**src/sha_pkg.sv**
```systemverilog
// ----------------------------------------------------------------------------
// SHA-256 package
// Payload types, round constants, initial hash values and round functions.
// ----------------------------------------------------------------------------
package sha_pkg;

  typedef struct packed {
    logic [7:0] data_byte;
    logic       byte_valid;
    logic       message_end;
  } sha_in_t;

  typedef struct packed {
    logic [63:0] digest_word;
    logic [1:0]  word_index;
    logic        last_word;
  } sha_out_t;

  typedef enum logic [2:0] {
    ST_IDLE,
    ST_LOAD,
    ST_ROUND,
    ST_FINAL,
    ST_PAD,
    ST_EMIT
  } sha_state_t;

  localparam logic [7:0] PadByte = 8'h80;

  function automatic logic [31:0] round_k(input logic [5:0] i);
    logic [31:0] k;
    case (i)
      6'd0: k = 32'h428a2f98; 6'd1: k = 32'h71374491; 6'd2: k = 32'hb5c0fbcf;
      6'd3: k = 32'he9b5dba5; 6'd4: k = 32'h3956c25b; 6'd5: k = 32'h59f111f1;
      6'd6: k = 32'h923f82a4; 6'd7: k = 32'hab1c5ed5; 6'd8: k = 32'hd807aa98;
      6'd9: k = 32'h12835b01; 6'd10: k = 32'h243185be; 6'd11: k = 32'h550c7dc3;
      6'd12: k = 32'h72be5d74; 6'd13: k = 32'h80deb1fe; 6'd14: k = 32'h9bdc06a7;
      6'd15: k = 32'hc19bf174; 6'd16: k = 32'he49b69c1; 6'd17: k = 32'hefbe4786;
      6'd18: k = 32'h0fc19dc6; 6'd19: k = 32'h240ca1cc; 6'd20: k = 32'h2de92c6f;
      6'd21: k = 32'h4a7484aa; 6'd22: k = 32'h5cb0a9dc; 6'd23: k = 32'h76f988da;
      6'd24: k = 32'h983e5152; 6'd25: k = 32'ha831c66d; 6'd26: k = 32'hb00327c8;
      6'd27: k = 32'hbf597fc7; 6'd28: k = 32'hc6e00bf3; 6'd29: k = 32'hd5a79147;
      6'd30: k = 32'h06ca6351; 6'd31: k = 32'h14292967; 6'd32: k = 32'h27b70a85;
      6'd33: k = 32'h2e1b2138; 6'd34: k = 32'h4d2c6dfc; 6'd35: k = 32'h53380d13;
      6'd36: k = 32'h650a7354; 6'd37: k = 32'h766a0abb; 6'd38: k = 32'h81c2c92e;
      6'd39: k = 32'h92722c85; 6'd40: k = 32'ha2bfe8a1; 6'd41: k = 32'ha81a664b;
      6'd42: k = 32'hc24b8b70; 6'd43: k = 32'hc76c51a3; 6'd44: k = 32'hd192e819;
      6'd45: k = 32'hd6990624; 6'd46: k = 32'hf40e3585; 6'd47: k = 32'h106aa070;
      6'd48: k = 32'h19a4c116; 6'd49: k = 32'h1e376c08; 6'd50: k = 32'h2748774c;
      6'd51: k = 32'h34b0bcb5; 6'd52: k = 32'h391c0cb3; 6'd53: k = 32'h4ed8aa4a;
      6'd54: k = 32'h5b9cca4f; 6'd55: k = 32'h682e6ff3; 6'd56: k = 32'h748f82ee;
      6'd57: k = 32'h78a5636f; 6'd58: k = 32'h84c87814; 6'd59: k = 32'h8cc70208;
      6'd60: k = 32'h90befffa; 6'd61: k = 32'ha4506ceb; 6'd62: k = 32'hbef9a3f7;
      default: k = 32'hc67178f2;
    endcase
    return k;
  endfunction

  function automatic logic [31:0] init_hash(input logic [2:0] i);
    logic [31:0] h;
    case (i)
      3'd0: h = 32'h6a09e667; 3'd1: h = 32'hbb67ae85;
      3'd2: h = 32'h3c6ef372; 3'd3: h = 32'ha54ff53a;
      3'd4: h = 32'h510e527f; 3'd5: h = 32'h9b05688c;
      3'd6: h = 32'h1f83d9ab; default: h = 32'h5be0cd19;
    endcase
    return h;
  endfunction

  function automatic logic [31:0] rotr(input logic [31:0] x, input int n);
    return (x >> n) | (x << (32 - n));
  endfunction

endpackage

```
**src/sha_core.sv**
```systemverilog
// ----------------------------------------------------------------------------
// SHA-256 compression core
// Runs 64 rounds, one per cycle, over a block read from the byte buffer.
// The message schedule lives in a 16-word sliding window of registers.
// ----------------------------------------------------------------------------
module sha_core (
  input  logic        clk,
  input  logic        rst_n,
  input  logic        start,
  input  logic [31:0] load_word,
  input  logic        load_en,
  input  logic [31:0] hash_in [8],
  output logic [31:0] hash_out [8],
  output logic        done
);
  import sha_pkg::*;

  logic [31:0] w_r [16];
  logic [31:0] v_r [8];
  logic [5:0]  rnd_r;
  logic        busy_r;
  logic [31:0] w_cur, w_new, s0w, s1w, t1, t2, sum1, sum0, ch, maj;

  // schedule and round functions: next word from the window, T1 and T2
  always_comb begin
    s0w   = rotr(w_r[1], 7) ^ rotr(w_r[1], 18) ^ (w_r[1] >> 3);
    s1w   = rotr(w_r[14], 17) ^ rotr(w_r[14], 19) ^ (w_r[14] >> 10);
    w_new = s1w + w_r[9] + s0w + w_r[0];
    w_cur = w_r[0];
    sum1  = rotr(v_r[4], 6) ^ rotr(v_r[4], 11) ^ rotr(v_r[4], 25);
    ch    = (v_r[4] & v_r[5]) ^ (~v_r[4] & v_r[6]);
    sum0  = rotr(v_r[0], 2) ^ rotr(v_r[0], 13) ^ rotr(v_r[0], 22);
    maj   = (v_r[0] & v_r[1]) ^ (v_r[0] & v_r[2]) ^ (v_r[1] & v_r[2]);
    t1    = v_r[7] + sum1 + ch + round_k(rnd_r) + w_cur;
    t2    = sum0 + maj;
  end

  // load shifts words in; rounds shift the window
  always_ff @(posedge clk) begin
    if (load_en || busy_r) begin
      for (int i = 0; i < 15; i++) w_r[i] <= w_r[i+1];
      w_r[15] <= load_en ? load_word : w_new;
    end
    if (start) begin
      for (int i = 0; i < 8; i++) v_r[i] <= hash_in[i];
    end else if (busy_r) begin
      v_r[7] <= v_r[6]; v_r[6] <= v_r[5]; v_r[5] <= v_r[4];
      v_r[4] <= v_r[3] + t1;
      v_r[3] <= v_r[2]; v_r[2] <= v_r[1]; v_r[1] <= v_r[0];
      v_r[0] <= t1 + t2;
    end
  end

  // round counter
  always_ff @(posedge clk) begin
    if (!rst_n) begin
      busy_r <= 1'b0;
      rnd_r  <= '0;
    end else if (start) begin
      busy_r <= 1'b1;
      rnd_r  <= '0;
    end else if (busy_r) begin
      rnd_r <= rnd_r + 6'd1;
      if (rnd_r == 6'd63) busy_r <= 1'b0;
    end
  end

  assign done = busy_r && (rnd_r == 6'd63);

  always_comb begin
    hash_out[0] = hash_in[0] + t1 + t2;
    hash_out[4] = hash_in[4] + v_r[3] + t1;
    hash_out[1] = hash_in[1] + v_r[0];
    hash_out[2] = hash_in[2] + v_r[1];
    hash_out[3] = hash_in[3] + v_r[2];
    hash_out[5] = hash_in[5] + v_r[4];
    hash_out[6] = hash_in[6] + v_r[5];
    hash_out[7] = hash_in[7] + v_r[6];
  end
endmodule

```
**src/sha256_byte_stream_hasher.sv**
```systemverilog
// ----------------------------------------------------------------------------
// SHA-256 byte stream hasher
// Buffers bytes in a 64-byte memory, compresses full blocks, pads at the
// end mark and emits the digest as four 64-bit beats.
// ----------------------------------------------------------------------------
//  channel | direction | payload
//  in_     | input     | sha_in_t  (data_byte, byte_valid, message_end)
//  out_    | output    | sha_out_t (digest_word, word_index, last_word)
//
// A byte that does not fill a block is written to the buffer and the input stays
// ready for the next. A full block streams 64 bytes from the buffer into the
// schedule, then runs 64 rounds on the single round unit.
// An end mark pads through the buffer port (one byte per cycle), runs one or
// two blocks, then presents four beats. Reset is synchronous and needs no
// clearing pass. The input stalls while a block or digest is in progress.
module sha256_byte_stream_hasher (
  input  logic             clk,
  input  logic             rst_n,
  input  logic             in_valid,
  output logic             in_ready,
  input  sha_pkg::sha_in_t in_data,
  output logic             out_valid,
  input  logic             out_ready,
  output sha_pkg::sha_out_t out_data
);
  import sha_pkg::*;

  logic [7:0]  buf_mem [64];
  logic [7:0]  rd_data_r;
  logic        wr_en;
  logic [5:0]  wr_addr;
  logic [7:0]  wr_data;
  logic [5:0]  rd_addr;

  sha_state_t  state_r, state_nxt;
  logic [31:0] hash_r [8];
  logic [31:0] hash_new [8];
  logic [5:0]  fill_r, fill_nxt;
  logic [63:0] bits_r, bits_nxt;
  logic [6:0]  cnt_r, cnt_nxt;
  logic        end_r, end_nxt;
  logic        pad_done_r, pad_done_nxt;
  logic        mark_r, mark_nxt;
  logic [31:0] word_r;
  logic [1:0]  idx_r, idx_nxt;
  logic        core_start, core_load, core_done;
  logic        hash_upd, hash_init;

  // byte buffer memory
  always_ff @(posedge clk) begin
    if (wr_en) buf_mem[wr_addr] <= wr_data;
    rd_data_r <= buf_mem[rd_addr];
  end

  // assemble big-endian words from read bytes
  always_ff @(posedge clk) begin
    word_r <= {word_r[23:0], rd_data_r};
  end

  sha_core u_core (
    .clk      (clk),
    .rst_n    (rst_n),
    .start    (core_start),
    .load_word(word_r),
    .load_en  (core_load),
    .hash_in  (hash_r),
    .hash_out (hash_new),
    .done     (core_done)
  );

  always_ff @(posedge clk) begin
    if (!rst_n) begin
      state_r    <= ST_IDLE;
      fill_r     <= '0;
      bits_r     <= '0;
      cnt_r      <= '0;
      end_r      <= 1'b0;
      pad_done_r <= 1'b0;
      mark_r     <= 1'b0;
      idx_r      <= '0;
      for (int i = 0; i < 8; i++) hash_r[i] <= init_hash(3'(i));
    end else begin
      state_r    <= state_nxt;
      fill_r     <= fill_nxt;
      bits_r     <= bits_nxt;
      cnt_r      <= cnt_nxt;
      end_r      <= end_nxt;
      pad_done_r <= pad_done_nxt;
      mark_r     <= mark_nxt;
      idx_r      <= idx_nxt;
      if (hash_init) begin
        for (int i = 0; i < 8; i++) hash_r[i] <= init_hash(3'(i));
      end else if (hash_upd) begin
        for (int i = 0; i < 8; i++) hash_r[i] <= hash_new[i];
      end
    end
  end

  // sequencer: absorb, load block, rounds, pad, emit
  always_comb begin
    state_nxt    = state_r;
    fill_nxt     = fill_r;
    bits_nxt     = bits_r;
    cnt_nxt      = cnt_r;
    end_nxt      = end_r;
    pad_done_nxt = pad_done_r;
    mark_nxt     = mark_r;
    idx_nxt      = idx_r;
    in_ready     = 1'b0;
    wr_en        = 1'b0;
    wr_addr      = fill_r;
    wr_data      = in_data.data_byte;
    rd_addr      = cnt_r[5:0];
    core_start   = 1'b0;
    core_load    = 1'b0;
    hash_upd     = 1'b0;
    hash_init    = 1'b0;
    out_valid    = 1'b0;
    case (state_r)
      ST_IDLE: begin
        in_ready = 1'b1;
        if (in_valid) begin
          end_nxt = in_data.message_end;
          pad_done_nxt = 1'b0;
          mark_nxt = 1'b0;
          if (in_data.byte_valid) begin
            wr_en    = 1'b1;
            bits_nxt = bits_r + 64'd8;
            fill_nxt = fill_r + 6'd1;
          end
          if (in_data.byte_valid && fill_r == 6'd63) begin
            cnt_nxt   = '0;
            state_nxt = ST_LOAD;
          end else if (in_data.message_end) begin
            cnt_nxt   = '0;
            state_nxt = ST_PAD;
          end
        end
      end
      // write pad bytes from fill position to 63
      ST_PAD: begin
        wr_en   = 1'b1;
        wr_addr = fill_r;
        mark_nxt = 1'b1;
        if (!pad_done_r && cnt_r == 7'd0) wr_data = PadByte;
        else if (fill_r >= 6'd56 && pad_done_r) wr_data = bits_r[8*(63-fill_r) +: 8];
        else wr_data = 8'h00;
        cnt_nxt  = 7'd1;
        fill_nxt = fill_r + 6'd1;
        if (fill_r == 6'd63) begin
          // length fits only if the marker landed before byte 56
          if (!pad_done_r && cnt_r == 7'd0) pad_done_nxt = 1'b0;
          state_nxt = ST_LOAD;
          cnt_nxt   = '0;
        end else if (!pad_done_r && fill_r == 6'd55) begin
          pad_done_nxt = 1'b1;
        end
      end
      // stream 64 bytes into the schedule window
      ST_LOAD: begin
        cnt_nxt = cnt_r + 7'd1;
        if (cnt_r >= 7'd5 && cnt_r[1:0] == 2'd1) core_load = 1'b1;
        if (cnt_r == 7'd65) begin
          core_start = 1'b1;
          state_nxt  = ST_ROUND;
        end
      end
      ST_ROUND: begin
        if (core_done) begin
          hash_upd = 1'b1;
          fill_nxt = '0;
          if (!end_r) begin
            state_nxt = ST_IDLE;
          end else if (!pad_done_r) begin
            // start with the marker unless it already went into the last block
            cnt_nxt   = mark_r ? 7'd1 : 7'd0;
            state_nxt = ST_PAD;
          end else begin
            idx_nxt   = '0;
            state_nxt = ST_EMIT;
          end
        end
      end
      ST_EMIT: begin
        out_valid = 1'b1;
        if (out_ready) begin
          idx_nxt = idx_r + 2'd1;
          if (idx_r == 2'd3) begin
            hash_init    = 1'b1;
            bits_nxt     = '0;
            fill_nxt     = '0;
            end_nxt      = 1'b0;
            state_nxt    = ST_IDLE;
          end
        end
      end
      default: state_nxt = ST_IDLE;
    endcase
  end

  always_comb begin
    out_data.digest_word = {hash_r[{idx_r, 1'b0}], hash_r[{idx_r, 1'b1}]};
    out_data.word_index  = idx_r;
    out_data.last_word   = (idx_r == 2'd3);
  end
endmodule

```
**config.mk**
```make
export PLATFORM = sky130hd
export DESIGN_NAME = sha256_byte_stream_hasher
export DESIGN_NICKNAME = d
export VERILOG_FILES = /design/src/sha_pkg.sv /design/src/sha_core.sv /design/src/sha256_byte_stream_hasher.sv
export SDC_FILE = /design/constraint.sdc
export NUM_CORES = 2
export LEC_CHECK = 0
export BUFFER_PORTS_ARGS = -buffer_cell sky130_fd_sc_hd__buf_2
export CORE_MARGIN = 1.5
export CORE_UTILIZATION = 50
export DETAILED_ROUTE_END_ITERATION = 12
export PLACE_DENSITY = 0.62
export SLEW_MARGIN = 0
export SYNTH_ARGS = -nofsm -noshare
export SYNTH_HDL_FRONTEND = slang
export SYNTH_HIERARCHICAL = 1
export SYNTH_SLANG_ARGS = --single-unit
```
**constraint.sdc**
```tcl
create_clock -name clk -period 15.6 [get_ports clk]
set_input_delay 2.34 -clock clk [delete_from_list [all_inputs] [get_ports clk]]
set_output_delay 2.34 -clock clk [all_outputs]
set_load 0.01 [all_outputs]
```
==> run metrics <==
status completed; Startpoint Class flip-flop; max-slew violations 0; largest net degree at the start of global routing 182; Critical Path Sink Type flip-flop; hold_sp rd_data_r[2]; RSZ-0062 raised after global routing false; Clock Tree Buf Depth 3; Synth Area in Compound Gates 10.7%; area of the die between 150000 and 200000 um2; master of the slowest instance on the critical path a221oi_1; Max transition margin 14.9%; synth warn 6; Vias/cell roughly 5.9; Initial Util around half; VDD IR max around 0.00014 V; Layout Cells excl Fill around 11000; #FFs+latches synth 1697; post-route ant nets 0; reg2reg path depth 30; CTS tree built; Min-Delay Endpoint word_r[2]; Highest Clock Rate 0.109 GHz; ys async rst share 0%; PwrDens around 100 nW/um2; Worst Skew 0.0483 ns; Hold Violations, Final 0; Setup Buffers After CTS 0; WP data arrival about 10 ns; Synth-to-Final Area Change 9.59%; Worst setup startpoint u_core/v_r[0][154]; count leader, synth nand2_1; port bufs just over 80; final setup fails 0; Synth Area in XOR/XNOR 6.73%; Reg-to-Reg End hash_r[127]; number of flops mapped to enable cells by yosys about 1300; hold depth 0; dpl hpwl 197000 um; Data required, critical path 16.37 ns; proportion of layout cells with a drive suffix above 1 8.26%; first-pass GRT wire length 407000 um; io pins 83; Tot Pwr between 10 and 15 mW; Fill cells 15700; number of global-route vias before repair between 60000 and 70000; total leakage power 37.3 nW; Num CTS Buffers about 180; Max Cap Viol 0; Primary FF master, synth edfxtp_1; crit path time final 9.14 ns; Yosys top cell area share 41.7%; internal reg-to-reg setup slack 6.46 ns; All-Layer GR Usage 29.3%; Period Utilization, post-route 58.6%; nets 8932; Critical Setup Path Class reg -> reg; Cell variety after synth roughly 100; initial antenna violation count 9; sequential share of the synthesized area 50.8%; final WL approximately 280000 um; clock insertion delay at the later pin of the skew report around 0.84 ns; Clock Sinks between 1500 and 2000; dpl cells 10500; mean post-synth cell area 11.1 um2; post_cts resized 0; Post-Synthesis Cells 8323; mux contribution to synthesized area 5.51%; Hold Crit Class reg -> reg; simple-gate share of the synthesized area 12.2%; Post-synth top cells nand2_1, edfxtp_1, a21oi_1; # DRC 0; main combinational cell family by area after synthesis simple AND/OR/NAND/NOR gates; clk slew on worst S/H paths 0.06 ns; core area 183000 um2; max incr delay on CP 0.63 ns; Place WS 6.61 ns; cell accounting for the most synthesized area edfxtp_1; WHS about 0.31 ns; cell area after synthesis 92200 um2; reg2reg start u_core/v_r[0][154]; Die Height 432 um; setup TNS 0 ns; clock root buffer clkbuf_16; CTS H-tree depth 4; # rows 157; Overflow after GRT 0; top cells by area, synth edfxtp_1, dfxtp_1, nand2_1; die width 432 um; WL/cell 25.2 um; Worst Max-Slew Pin Slew ~1.2 ns; Synth Area in Adders 11.0%; DR vias 64500; slack of the critical path 6.46 ns; worst-path fanout max 6; placer congestion estimate 0.948; Starting DRT DRC Count 6423; DR pass1 iterations 8; Syn Nets roughly 9000; cts hold-fix bufs 0
sequential cells by signal, indices dropped and copies added (netlist names), named ones only:
register,cells
bits_r,61
buf_mem,512
cnt_r,7
end_r,1
fill_r,6
hash_r,256
idx_r,2
mark_r,1
pad_done_r,1
rd_data_r,8
state_r,3
u_core/busy_r,1
u_core/rnd_r,6
u_core/v_r,256
u_core/w_r,512
word_r,32
cell families after synthesis:
group / Yosys count
XOR/XNOR: 702
multiplexers: 314
AND/OR/NAND/NOR: 2594
flip-flops: 1697
buffers and inverters: 761
AO/OA/AOI/OAI: 1570
adder cells (fa/ha/maj): 685
placed cells by master, fill, tap and decap left out, drive strengths merged, types with 57 or more instances in the layout:
master / count
nand2: 1451
edfxtp: 1280
a21oi: 517
xnor2: 512
nor2: 437
ha: 432
dfxtp: 417
inv: 371
o21ai: 350
nand3: 264
clkbuf: 248
fa: 215
xor2: 188
a21o: 162
buf: 157
mux4: 151
mux2i: 128
nor3: 95
nand2b: 68
clkinv: 68
nand4: 61
a31oi: 57
how the worst max path moves through the flow:
| stage | end | slack (ns) |
|---|---|---|
| floorplan | u_core/w_r[0][0] | 1.82 |
| global placement | hash_r[127] | 6.70 |
| detailed placement | hash_r[127] | 6.61 |
| CTS | hash_r[127] | 6.56 |
| global route | hash_r[127] | 5.83 |
| finish | hash_r[127] | 6.46 |
where the power goes:
part | leakage (nW) | internal (mW) | switching (mW)
registers | 14.8 | 4.98 | 0.0634
logic | 19.5 | 0.216 | 0.397
clock network | 2.95 | 2.55 | 1.87
total | 37.3 | 7.74 | 2.33
worst max-delay path, delay by kind of cell (launching register included):
| kind | cells | cell delay (ns) |
|---|---|---|
| AO/OA/AOI/OAI | 10 | 3.06 |
| XOR/XNOR | 4 | 1.33 |
| adder cells (fa/ha/maj) | 7 | 2.76 |
| buffers and inverters | 5 | 0.39 |
| flip-flops | 1 | 0.62 |
| AND/OR/NAND/NOR | 4 | 0.88 |
per-stage QoR:
step | instance area, um2 | util, %
2_1_floorplan | 92200 | -
3_5_place_dp | 94900 | 51.8
4_1_cts | 101000 | 55.2
5_1_grt | 101000 | 55.2
3_3_place_gp | 94900 | 51.8
6_report | 101000 | 55.2
metal layers:
layer,vias to the layer above,GRT usage [%],routed length [um]
met2,2397,46.0,126000
met5,-,0,12
met1,31900,40.6,118000
met4,2,11.8,11900
li1,29700,-,-
met3,463,4.94,19600
area by class of cell:
class,instances,area (um2),area share (%)
Antenna cell,2,5.00,0.00495
Sequential cell,1697,46800,46.3
Timing Repair Buffer,157,1040,1.03
Inverter,366,1370,1.36
Multi-Input combinational cell,5865,42600,42.2
Clock inverter,96,1100,1.09
Tap cell,2464,3080,3.05
Clock buffer,248,5000,4.95
No activity file was read; power rests on OpenSTA's default activity.
